==> src/design/wsd_pkg.sv <==
`timescale 1ns / 1ps
// Shared types and constants of the WebSocket client frame deframer.
// No dependencies; used by the parser, the result queue, the top level and the checker.
package wsd_pkg;

    // Default sizes
    localparam int unsigned MAX_MESSAGE_DEF = 1024;
    localparam int unsigned MAX_CONTROL_DEF = 125;

    // Result queue sizing
    localparam int unsigned QUEUE_DEPTH = 4;
    localparam int unsigned QPTR_W      = $clog2(QUEUE_DEPTH);
    localparam int unsigned QCNT_W      = $clog2(QUEUE_DEPTH + 1);

    // Frame opcodes
    localparam logic [3:0] OP_CONT   = 4'h0;
    localparam logic [3:0] OP_BINARY = 4'h2;
    localparam logic [3:0] OP_CLOSE  = 4'h8;
    localparam logic [3:0] OP_PING   = 4'h9;
    localparam logic [3:0] OP_PONG   = 4'hA;

    // Extended length codes of the second header byte
    localparam logic [6:0] LEN_CODE_16 = 7'd126;
    localparam logic [6:0] LEN_CODE_64 = 7'd127;

    // Result kinds
    typedef enum logic [2:0] {
        K_DATA       = 3'd0,
        K_COMMIT     = 3'd1,
        K_PONG_BYTE  = 3'd2,
        K_PONG_SEND  = 3'd3,
        K_CLOSE      = 3'd4,
        K_CLOSE_1009 = 3'd5,
        K_ABORT      = 3'd6
    } t_kind;

    // Parser phase, one-hot
    typedef enum logic [4:0] {
        PH_FIRST   = 5'b00001,
        PH_SECOND  = 5'b00010,
        PH_EXTLEN  = 5'b00100,
        PH_MASK    = 5'b01000,
        PH_PAYLOAD = 5'b10000
    } t_phase;

    // One result item
    typedef struct packed {
        t_kind      kind;
        logic [7:0] data_byte;
        logic       last_of_run;
    } t_result;

    // Results caused by one received byte (count 0..2)
    typedef struct packed {
        logic [1:0] count;
        t_result    r0;
        t_result    r1;
    } t_burst;

endpackage

==> src/design/wsd_parser.sv <==
`timescale 1ns / 1ps
// Frame header parser, unmasker and message tracker: one accepted byte per cycle.
// Depends on wsd_pkg; feeds the burst of results to wsd_out_queue.
module wsd_parser #(
    parameter int unsigned MAX_MESSAGE = wsd_pkg::MAX_MESSAGE_DEF,
    parameter int unsigned MAX_CONTROL = wsd_pkg::MAX_CONTROL_DEF
) (
    input  logic           i_clk,
    input  logic           i_rst_n,
    input  logic           i_accept,
    input  logic [7:0]     i_rx_byte,
    input  logic           i_allow,
    output wsd_pkg::t_burst o_burst
);
    import wsd_pkg::*;

    localparam int unsigned ML_W      = $clog2(MAX_MESSAGE + 1);
    localparam logic [15:0] MAX_MSG_L = 16'(MAX_MESSAGE);
    localparam logic [15:0] MAX_CTL_L = 16'(MAX_CONTROL);

    t_phase            r_phase,      n_phase;
    logic [3:0]        r_opcode,     n_opcode;
    logic              r_final,      n_final;
    logic [3:0]        r_hdr_cnt,    n_hdr_cnt;
    logic [15:0]       r_frame_len,  n_frame_len;
    logic              r_len_ovf,    n_len_ovf;
    logic [31:0]       r_mask_key,   n_mask_key;
    logic [ML_W-1:0]   r_pidx,       n_pidx;
    logic              r_msg_open,   n_msg_open;
    logic [ML_W-1:0]   r_msg_len,    n_msg_len;
    logic              r_closed,     n_closed;

    logic [15:0]       cand_len;
    logic              cand_ovf;
    logic              hd_big;
    logic              hd_ok;
    logic              hd_open;
    logic [ML_W-1:0]   hd_len;
    logic [16:0]       msg_sum;

    logic              hd_go;
    logic              fe_go;
    logic [3:0]        hc_dec;
    logic [3:0]        hc_inc;
    logic [ML_W-1:0]   pidx_inc;
    logic [7:0]        key_byte;
    logic [7:0]        plain;

    logic              e0_v;
    t_kind             e0_kind;
    logic              e1_v;
    t_kind             e1_kind;

    // Length as it stands once the byte that completes the length field is in
    assign cand_len = (r_phase == PH_SECOND) ? {9'd0, i_rx_byte[6:0]}
                                             : {r_frame_len[7:0], i_rx_byte};
    assign cand_ovf = (r_phase == PH_SECOND) ? 1'b0
                                             : (r_len_ovf | (r_frame_len[15:8] != 8'd0));

    assign hc_dec   = r_hdr_cnt - 4'd1;
    assign hc_inc   = r_hdr_cnt + 4'd1;
    assign pidx_inc = r_pidx + ML_W'(1);

    // Select the mask byte for this payload position
    always_comb begin
        case (r_pidx[1:0])
            2'd0:    key_byte = r_mask_key[31:24];
            2'd1:    key_byte = r_mask_key[23:16];
            2'd2:    key_byte = r_mask_key[15:8];
            default: key_byte = r_mask_key[7:0];
        endcase
    end
    assign plain = i_rx_byte ^ key_byte;

    // Check the header once the length is known
    always_comb begin
        hd_big  = cand_ovf || (cand_len > MAX_MSG_L);
        msg_sum = 17'(r_msg_len) + 17'(cand_len);
        hd_ok   = 1'b0;
        hd_open = r_msg_open;
        hd_len  = r_msg_len;
        case (r_opcode) inside
            OP_CONT: begin
                if (r_msg_open && (msg_sum <= 17'(MAX_MSG_L))) begin
                    hd_ok  = 1'b1;
                    hd_len = msg_sum[ML_W-1:0];
                end
            end
            OP_BINARY: begin
                if (!r_msg_open) begin
                    hd_ok = 1'b1;
                    if (!r_final) begin
                        hd_open = 1'b1;
                        hd_len  = cand_len[ML_W-1:0];
                    end
                end
            end
            OP_CLOSE, OP_PING, OP_PONG: begin
                hd_ok = r_final && (cand_len <= MAX_CTL_L);
            end
            default: hd_ok = 1'b0;
        endcase
    end

    // Advance the parser on each accepted byte
    always_comb begin
        n_phase     = r_phase;
        n_opcode    = r_opcode;
        n_final     = r_final;
        n_hdr_cnt   = r_hdr_cnt;
        n_frame_len = r_frame_len;
        n_len_ovf   = r_len_ovf;
        n_mask_key  = r_mask_key;
        n_pidx      = r_pidx;
        n_msg_open  = r_msg_open;
        n_msg_len   = r_msg_len;
        n_closed    = r_closed;
        hd_go       = 1'b0;
        fe_go       = 1'b0;
        e0_v        = 1'b0;
        e0_kind     = K_DATA;
        e1_v        = 1'b0;
        e1_kind     = K_ABORT;

        if (i_accept && !r_closed) begin
            unique case (r_phase)
                PH_FIRST: begin
                    if (i_rx_byte[6:4] != 3'd0) begin
                        e1_v     = 1'b1;
                        e1_kind  = K_ABORT;
                        n_closed = 1'b1;
                    end else begin
                        n_final  = i_rx_byte[7];
                        n_opcode = i_rx_byte[3:0];
                        n_phase  = PH_SECOND;
                    end
                end
                PH_SECOND: begin
                    if (!i_rx_byte[7]) begin
                        e1_v     = 1'b1;
                        e1_kind  = K_ABORT;
                        n_closed = 1'b1;
                        n_phase  = PH_FIRST;
                    end else begin
                        n_frame_len = 16'd0;
                        n_len_ovf   = 1'b0;
                        if (i_rx_byte[6:0] == LEN_CODE_16) begin
                            n_hdr_cnt = 4'd2;
                            n_phase   = PH_EXTLEN;
                        end else if (i_rx_byte[6:0] == LEN_CODE_64) begin
                            n_hdr_cnt = 4'd8;
                            n_phase   = PH_EXTLEN;
                        end else begin
                            n_frame_len = cand_len;
                            hd_go       = 1'b1;
                        end
                    end
                end
                PH_EXTLEN: begin
                    n_len_ovf   = cand_ovf;
                    n_frame_len = cand_len;
                    n_hdr_cnt   = hc_dec;
                    hd_go       = (hc_dec == 4'd0);
                end
                PH_MASK: begin
                    n_mask_key = {r_mask_key[23:0], i_rx_byte};
                    n_hdr_cnt  = hc_inc;
                    if (hc_inc >= 4'd4) begin
                        n_pidx = '0;
                        if (r_frame_len == 16'd0) fe_go = 1'b1;
                        else n_phase = PH_PAYLOAD;
                    end
                end
                PH_PAYLOAD: begin
                    if ((r_opcode == OP_CONT) || (r_opcode == OP_BINARY)) begin
                        e0_v    = i_allow;
                        e0_kind = K_DATA;
                    end else if (r_opcode == OP_PING) begin
                        e0_v    = 1'b1;
                        e0_kind = K_PONG_BYTE;
                    end
                    n_pidx = pidx_inc;
                    fe_go  = (16'(pidx_inc) >= r_frame_len);
                end
                default: n_phase = PH_FIRST;
            endcase

            // Finish the header: close on oversize, drop on protocol error
            if (hd_go) begin
                if (hd_big) begin
                    e1_v     = 1'b1;
                    e1_kind  = K_CLOSE_1009;
                    n_closed = 1'b1;
                    n_phase  = PH_FIRST;
                end else if (!hd_ok) begin
                    e1_v     = 1'b1;
                    e1_kind  = K_ABORT;
                    n_closed = 1'b1;
                    n_phase  = PH_FIRST;
                end else begin
                    n_msg_open = hd_open;
                    n_msg_len  = hd_len;
                    n_phase    = PH_MASK;
                    n_hdr_cnt  = 4'd0;
                end
            end

            // Finish the frame: commit, close reply or pong send
            if (fe_go) begin
                n_phase = PH_FIRST;
                if ((r_opcode == OP_CONT) || (r_opcode == OP_BINARY)) begin
                    if (r_final) begin
                        e1_v       = i_allow;
                        e1_kind    = K_COMMIT;
                        n_msg_open = 1'b0;
                        n_msg_len  = '0;
                    end
                end else if (r_opcode == OP_CLOSE) begin
                    e1_v     = 1'b1;
                    e1_kind  = K_CLOSE;
                    n_closed = 1'b1;
                end else if (r_opcode == OP_PING) begin
                    e1_v    = 1'b1;
                    e1_kind = K_PONG_SEND;
                end
            end
        end
    end

    // Pack the results of this byte, the last one flagged
    always_comb begin
        o_burst       = '0;
        o_burst.count = {1'b0, e0_v} + {1'b0, e1_v};
        if (e0_v) begin
            o_burst.r0.kind        = e0_kind;
            o_burst.r0.data_byte   = plain;
            o_burst.r0.last_of_run = !e1_v;
            o_burst.r1.kind        = e1_kind;
            o_burst.r1.last_of_run = 1'b1;
        end else begin
            o_burst.r0.kind        = e1_kind;
            o_burst.r0.last_of_run = 1'b1;
        end
    end

    // Hold the parser state
    always_ff @(posedge i_clk) begin
        if (!i_rst_n) begin
            r_phase     <= PH_FIRST;
            r_opcode    <= 4'd0;
            r_final     <= 1'b0;
            r_hdr_cnt   <= 4'd0;
            r_frame_len <= 16'd0;
            r_len_ovf   <= 1'b0;
            r_mask_key  <= 32'd0;
            r_pidx      <= '0;
            r_msg_open  <= 1'b0;
            r_msg_len   <= '0;
            r_closed    <= 1'b0;
        end else begin
            r_phase     <= n_phase;
            r_opcode    <= n_opcode;
            r_final     <= n_final;
            r_hdr_cnt   <= n_hdr_cnt;
            r_frame_len <= n_frame_len;
            r_len_ovf   <= n_len_ovf;
            r_mask_key  <= n_mask_key;
            r_pidx      <= n_pidx;
            r_msg_open  <= n_msg_open;
            r_msg_len   <= n_msg_len;
            r_closed    <= n_closed;
        end
    end

endmodule

==> src/design/wsd_out_queue.sv <==
`timescale 1ns / 1ps
// Result queue: takes up to two results per cycle, hands out one per transfer.
// Depends on wsd_pkg.
module wsd_out_queue (
    input  logic             i_clk,
    input  logic             i_rst_n,
    input  wsd_pkg::t_burst  i_burst,
    output logic             o_room,
    output logic             o_valid,
    input  logic             i_ready,
    output wsd_pkg::t_result o_item
);
    import wsd_pkg::*;

    t_result           r_entry [QUEUE_DEPTH];
    logic [QPTR_W-1:0] r_wr_ptr, n_wr_ptr;
    logic [QPTR_W-1:0] r_rd_ptr, n_rd_ptr;
    logic [QCNT_W-1:0] r_count,  n_count;
    logic              pop;
    logic [QPTR_W-1:0] wr_next;

    // Leave room for a full burst
    assign o_room  = (r_count <= QCNT_W'(QUEUE_DEPTH - 2));
    assign o_valid = (r_count != '0);
    assign o_item  = r_entry[r_rd_ptr];
    assign pop     = o_valid && i_ready;
    assign wr_next = r_wr_ptr + QPTR_W'(1);

    // Advance pointers and count
    always_comb begin
        n_wr_ptr = r_wr_ptr + QPTR_W'(i_burst.count);
        n_rd_ptr = r_rd_ptr + QPTR_W'(pop);
        n_count  = r_count + QCNT_W'(i_burst.count) - QCNT_W'(pop);
    end

    always_ff @(posedge i_clk) begin
        if (!i_rst_n) begin
            r_wr_ptr <= '0;
            r_rd_ptr <= '0;
            r_count  <= '0;
        end else begin
            r_wr_ptr <= n_wr_ptr;
            r_rd_ptr <= n_rd_ptr;
            r_count  <= n_count;
        end
    end

    // Store the burst entries
    always_ff @(posedge i_clk) begin
        if (i_burst.count != 2'd0) r_entry[r_wr_ptr] <= i_burst.r0;
        if (i_burst.count == 2'd2) r_entry[wr_next]  <= i_burst.r1;
    end

endmodule

==> src/design/websocket_client_frame_deframer_unit.sv <==
`timescale 1ns / 1ps
// Top level of the WebSocket client frame deframer: parser plus result queue.
// Depends on wsd_pkg, wsd_parser and wsd_out_queue.
//
//  channel   | handshake                | payload
//  ----------+--------------------------+------------------------------------
//  rx byte   | i_rx_valid / o_rx_ready  | i_rx_byte
//  results   | o_out_valid / i_out_ready| o_kind, o_data_byte, o_last_of_run
//  config    | i_cfg_we (no wait)       | i_cfg_wdata (allow_transmit)
//
// One received byte is taken per cycle; it is parsed in the cycle of its
// transfer and its zero to two results land in a four-entry queue.
// The output side moves one result per cycle while i_out_ready is high; a byte
// with two results (last byte plus commit or pong send) takes two transfers.
// o_rx_ready drops only when the queue has fewer than two free entries.
// Synchronous active-low reset; no clearing pass.
module websocket_client_frame_deframer_unit #(
    parameter int unsigned MAX_MESSAGE = wsd_pkg::MAX_MESSAGE_DEF,
    parameter int unsigned MAX_CONTROL = wsd_pkg::MAX_CONTROL_DEF
) (
    input  logic       i_clk,
    input  logic       i_rst_n,
    input  logic       i_cfg_we,
    input  logic       i_cfg_wdata,
    input  logic       i_rx_valid,
    output logic       o_rx_ready,
    input  logic [7:0] i_rx_byte,
    output logic       o_out_valid,
    input  logic       i_out_ready,
    output logic [2:0] o_kind,
    output logic [7:0] o_data_byte,
    output logic       o_last_of_run
);
    import wsd_pkg::*;

    logic    r_allow;
    logic    rx_xfer;
    t_burst  burst;
    t_result head;

    // Hold the transmit enable
    always_ff @(posedge i_clk) begin
        if (!i_rst_n) r_allow <= 1'b0;
        else if (i_cfg_we) r_allow <= i_cfg_wdata;
    end

    assign rx_xfer = i_rx_valid && o_rx_ready;

    wsd_parser #(
        .MAX_MESSAGE (MAX_MESSAGE),
        .MAX_CONTROL (MAX_CONTROL)
    ) u_parser (
        .i_clk     (i_clk),
        .i_rst_n   (i_rst_n),
        .i_accept  (rx_xfer),
        .i_rx_byte (i_rx_byte),
        .i_allow   (r_allow),
        .o_burst   (burst)
    );

    wsd_out_queue u_queue (
        .i_clk   (i_clk),
        .i_rst_n (i_rst_n),
        .i_burst (burst),
        .o_room  (o_rx_ready),
        .o_valid (o_out_valid),
        .i_ready (i_out_ready),
        .o_item  (head)
    );

    assign o_kind        = head.kind;
    assign o_data_byte   = head.data_byte;
    assign o_last_of_run = head.last_of_run;

endmodule

==> config.mk <==
export PLATFORM = sky130hd
export DESIGN_NAME = websocket_client_frame_deframer_unit
export DESIGN_NICKNAME = d
export VERILOG_FILES = /design/src/design/wsd_pkg.sv /design/src/design/wsd_parser.sv /design/src/design/wsd_out_queue.sv /design/src/design/websocket_client_frame_deframer_unit.sv
export SDC_FILE = /design/constraint.sdc
export NUM_CORES = 1
export LEC_CHECK = 0
export ABC_AREA = 1
export BUFFER_PORTS_ARGS = -buffer_cell sky130_fd_sc_hd__buf_2
export CORE_ASPECT_RATIO = 1.1
export CORE_MARGIN = 3
export CORE_UTILIZATION = 45
export CTS_BUF_LIST = sky130_fd_sc_hd__clkbuf_4 sky130_fd_sc_hd__clkbuf_8
export DETAILED_ROUTE_END_ITERATION = 12
export GPL_TIMING_DRIVEN = 0
export PLACE_DENSITY = 0.64
export SETUP_SLACK_MARGIN = 0.05
export SLEW_MARGIN = 5
export SYNTH_ARGS = -nofsm -noshare
export SYNTH_HDL_FRONTEND = slang
export SYNTH_HIERARCHICAL = 1
export SYNTH_SLANG_ARGS = --single-unit
==> constraint.sdc <==
create_clock -name i_clk -period 5.35 [get_ports i_clk]
set_input_delay 1.07 -clock i_clk [delete_from_list [all_inputs] [get_ports i_clk]]
set_output_delay 1.07 -clock i_clk [all_outputs]
set_load 0.03 [all_outputs]
==> qor.yml <==
outcome:
  status: "complete, but fails checks"
  violations: "DRC"
setup_path:
  endpoint: "u_queue/r_entry[0][8]"
  cp.arrival_ns: 5.23
  reg2reg_depth: 26
  end_kind: "register"
  critPathLaunch: "i_rx_byte[0]"
  crit_fanout: 5
  r2r-end: "u_queue/r_entry[0][8]"
  required_ns: 5.57
  crit_type: "primary input to register"
  reg2reg_from: "u_parser/r_phase[2]"
  crit_path_start_kind: "primary input"
  reg2reg_slack_ns: 0.45
power_and_ir_drop:
  power.density_nw_per_um2: 322
  vdd_ir_drop_max_v: 0.000197
  power.leakage_uw: 0.00431
yosys:
  synth_ff_type: "dfxtp_1"
  syn_avg_cell_area_um2: 7.28
  yosysTopAreaCellShare: 0.212
  yosysSeqAreaShare: 0.372
  synth_edf_count: 48
  synth-seq-cells: 143
  syn-cell-area_um2: 8980
  synthCells: 1234
  synth_cell_type_count: 52
  synthTopCellsByArea: "dfxtp_1 (21%), edfxtp_1 (16%), nand2_1 (10%)"
  synth_top_cell_by_area: "dfxtp_1"
  yosysWarningCount: 6
  async_reset_ff_frac: 0
place:
  place_ws_ns: -0.444
  placed_area_um2: 9510
  portBuffers: 27
  dp_cells: 1519
  dp_hpwl_um: 18600
  gp_congestion: 0.927
grt:
  grt_pass1_vias: 7812
  grtUsageTotal: 0.232
  grt_max_degree: 17
  grt_pass1_wl_um: 40200
  antenna_found_initial: 0
  grt.overflow.total: 0
cts:
  cts_max_path_buffers: 2
  clk_pin_slew_worst_paths_ns: 0.08
  htree_levels: 4
  numCtsBuffers: 17
  cts_num_sinks: 143
  root_buffer: "clkbuf_8"
  cts_hold_buf: 0
  insertion_delay_ns: 0.46
  cts_tree: "done"
hold_path:
  min_path_type: "register to register"
final_layout:
  stdcell_count: 1555
  regArea_um2: 3340
  layout_commonest_cell: "nand2_1"
  utilization: 0.514
  antenna_cells: 0
  drive_above_1_share: 0.121
  fillCellCount: 1938
  nets: 1343
  multi_input_area_um2: 4830
  most-common-layout-cells: "nand2_1 (245), nor2_1 (134), inv_1 (133), o21ai_0 (120), dfxtp_1 (95)"
  design_area_um2: 9950
  area_growth_pct: 10.9
floorplan:
  ios: 28
  die_y_um: 154
  start_util: 0.464
  design.die.area_um2: 21700
  rows: 53
  die_w_um: 141
  coreArea_um2: 19400
flow_run:
  max_cap_viol_count: 0
timing:
  rsz0062_at_grt: "false"
  finalMaxSlewViolations: 0
  worst_pin_slew_ns: 0.773
  fin_crit_sh: 0.935
  max_freq_mhz: 200
  final-hold-violation-count: 0
  finalWorstSetupSlack_ns: 0.349
  layout_min_cycle_time_ns: 5.00
  slew-limit-headroom: 0.481
  final-setup-viol-count: 0
  clock_skew_ns: 0.0113
drt:
  postRouteWirelength_um: 24900
  drt_iter0_markers: 736
  vias: 8391
  postRouteAntennaNets: 0
  drc: 1
  routedWlPerCell_um: 16.0
  vias_per_cell: 5.40
  dr.pass1.iters: 9
[what timing repair did]
item,4_1_cts,5_1_grt
buffers inserted,0,4
setup endpoints to repair,15,79
pin swaps,0,1
resized for setup,1,7
hold endpoints to repair,0,0
[power breakdown]
group / internal [µW] / total, µW / leakage, µW / switching (µW)
combinational: 336 / 1090 / 0.00290 / 757
sequential: 1210 / 1280 / 0.00124 / 73.0
clock: 391 / 831 / 0.000179 / 439
[logic make-up (layout without fill, tap and decap cells)]
family / Yosys count / in the layout / synth area share
AO/OA/AOI/OAI: 333 / 333 / 0.215
XOR/XNOR: 18 / 18 / 0.0176
adder cells (fa/ha/maj): 34 / 34 / 0.0491
buffers and inverters: 203 / 270 / 0.0985
flip-flops: 143 / 143 / 0.372
other: 1 / 8 / 0.000418
AND/OR/NAND/NOR: 502 / 502 / 0.247
[metal layers]
layer	vias up	track usage	routed length [µm]
li1	4265	-	-
met1	3823	0.296	10900
met2	261	0.403	12300
met3	42	0.0370	1250
met4	0	0.0743	529
met5	-	0	0
[synthesized netlist by cell type, types with 3 or more instances]
master       n
nand2_1    245
nor2_1     134
inv_1      133
o21ai_0    120
dfxtp_1     95
a21oi_1     92
nand3_1     54
edfxtp_1    48
clkbuf_1    35
ha_1        32
o21ai_1     26
o21ai_2     26
o22ai_1     21
nand4_1     17
nor3_1      14
xor2_1      14
a211oi_1    11
buf_4       10
buf_6        9
o211ai_1     9
a22o_1       8
nor2_2       7
inv_2        6
nand2_2      6
nand3_4      6
nor4_1       6
buf_2        5
a22oi_1      4
o2111ai_1    4
o31ai_1      4
xnor2_1      4
clkinv_1     3
[flip-flops by register name, indices dropped and copies added (netlist names), 2 cells and up]
register and flops:
u_parser/r_hdr_cnt 4, u_queue/r_rd_ptr 2, u_parser/r_opcode 4, u_parser/r_pidx 11
u_parser/r_frame_len 16, u_parser/r_phase 5, u_parser/r_mask_key 32, u_queue/r_count 3
u_parser/r_msg_len 11, u_queue/r_entry 48, u_queue/r_wr_ptr 2
[worst min path at each step]
stage / slack (ns) / depth (start not counted) / endpoint / startpoint
3_3_place_gp: 0.44 / 2 / u_parser/r_closed / u_parser/r_closed
3_5_place_dp: 0.45 / 2 / u_parser/r_closed / u_parser/r_closed
5_1_grt: 0.50 / 2 / u_parser/r_closed / u_parser/r_closed
4_1_cts: 0.47 / 2 / u_parser/r_closed / u_parser/r_closed
2_1_floorplan: 0.44 / 2 / u_parser/r_closed / u_parser/r_closed
6_report: 0.47 / 2 / u_parser/r_closed / u_parser/r_closed
[area by class of cell]
type | instances | share of cell area
well taps | 247 | 0.0310
plain buffers | 61 | 0.0357
repair buffers | 35 | 0.0207
multi-input cells | 895 | 0.485
inverters | 142 | 0.0536
clock buffers | 20 | 0.0264
clock inverters | 12 | 0.0113
flip-flops and latches | 143 | 0.336
[critical path, stage by stage]
cell and delay (ns):
buf_2 0.19, ha_1 0.26, fa_1 0.44, or2_2 0.28
nor2_1 0.11, nand3_1 0.09, nor2_1 0.16, nand3_1 0.10
nor2_1 0.11, nand2_1 0.05, nand2_1 0.06, nand2_1 0.06
nor2_2 0.11, nand3_2 0.12, nand2_2 0.11, nand2_1 0.07
nand2_1 0.14, nand3_1 0.09, o211ai_1 0.11, inv_1 0.09
ha_1 0.40, nor2_1 0.61, o31ai_4 0.19, buf_4 0.20
[per-stage QoR]
| stage | TNS, ns | power [µW] | hold slack [ns] |
|---|---|---|---|
| 6_report | 0 | 3210 | 0.471 |
| 5_1_grt | 0 | 3390 | 0.496 |
| 4_1_cts | 0 | 3180 | 0.467 |
| 3_5_place_dp | -6.88 | 2340 | 0.455 |
| 3_3_place_gp | -52.07 | 2320 | 0.444 |
| 2_1_floorplan | 0 | 2040 | 0.435 |
(Power assumes the default switching activity.)
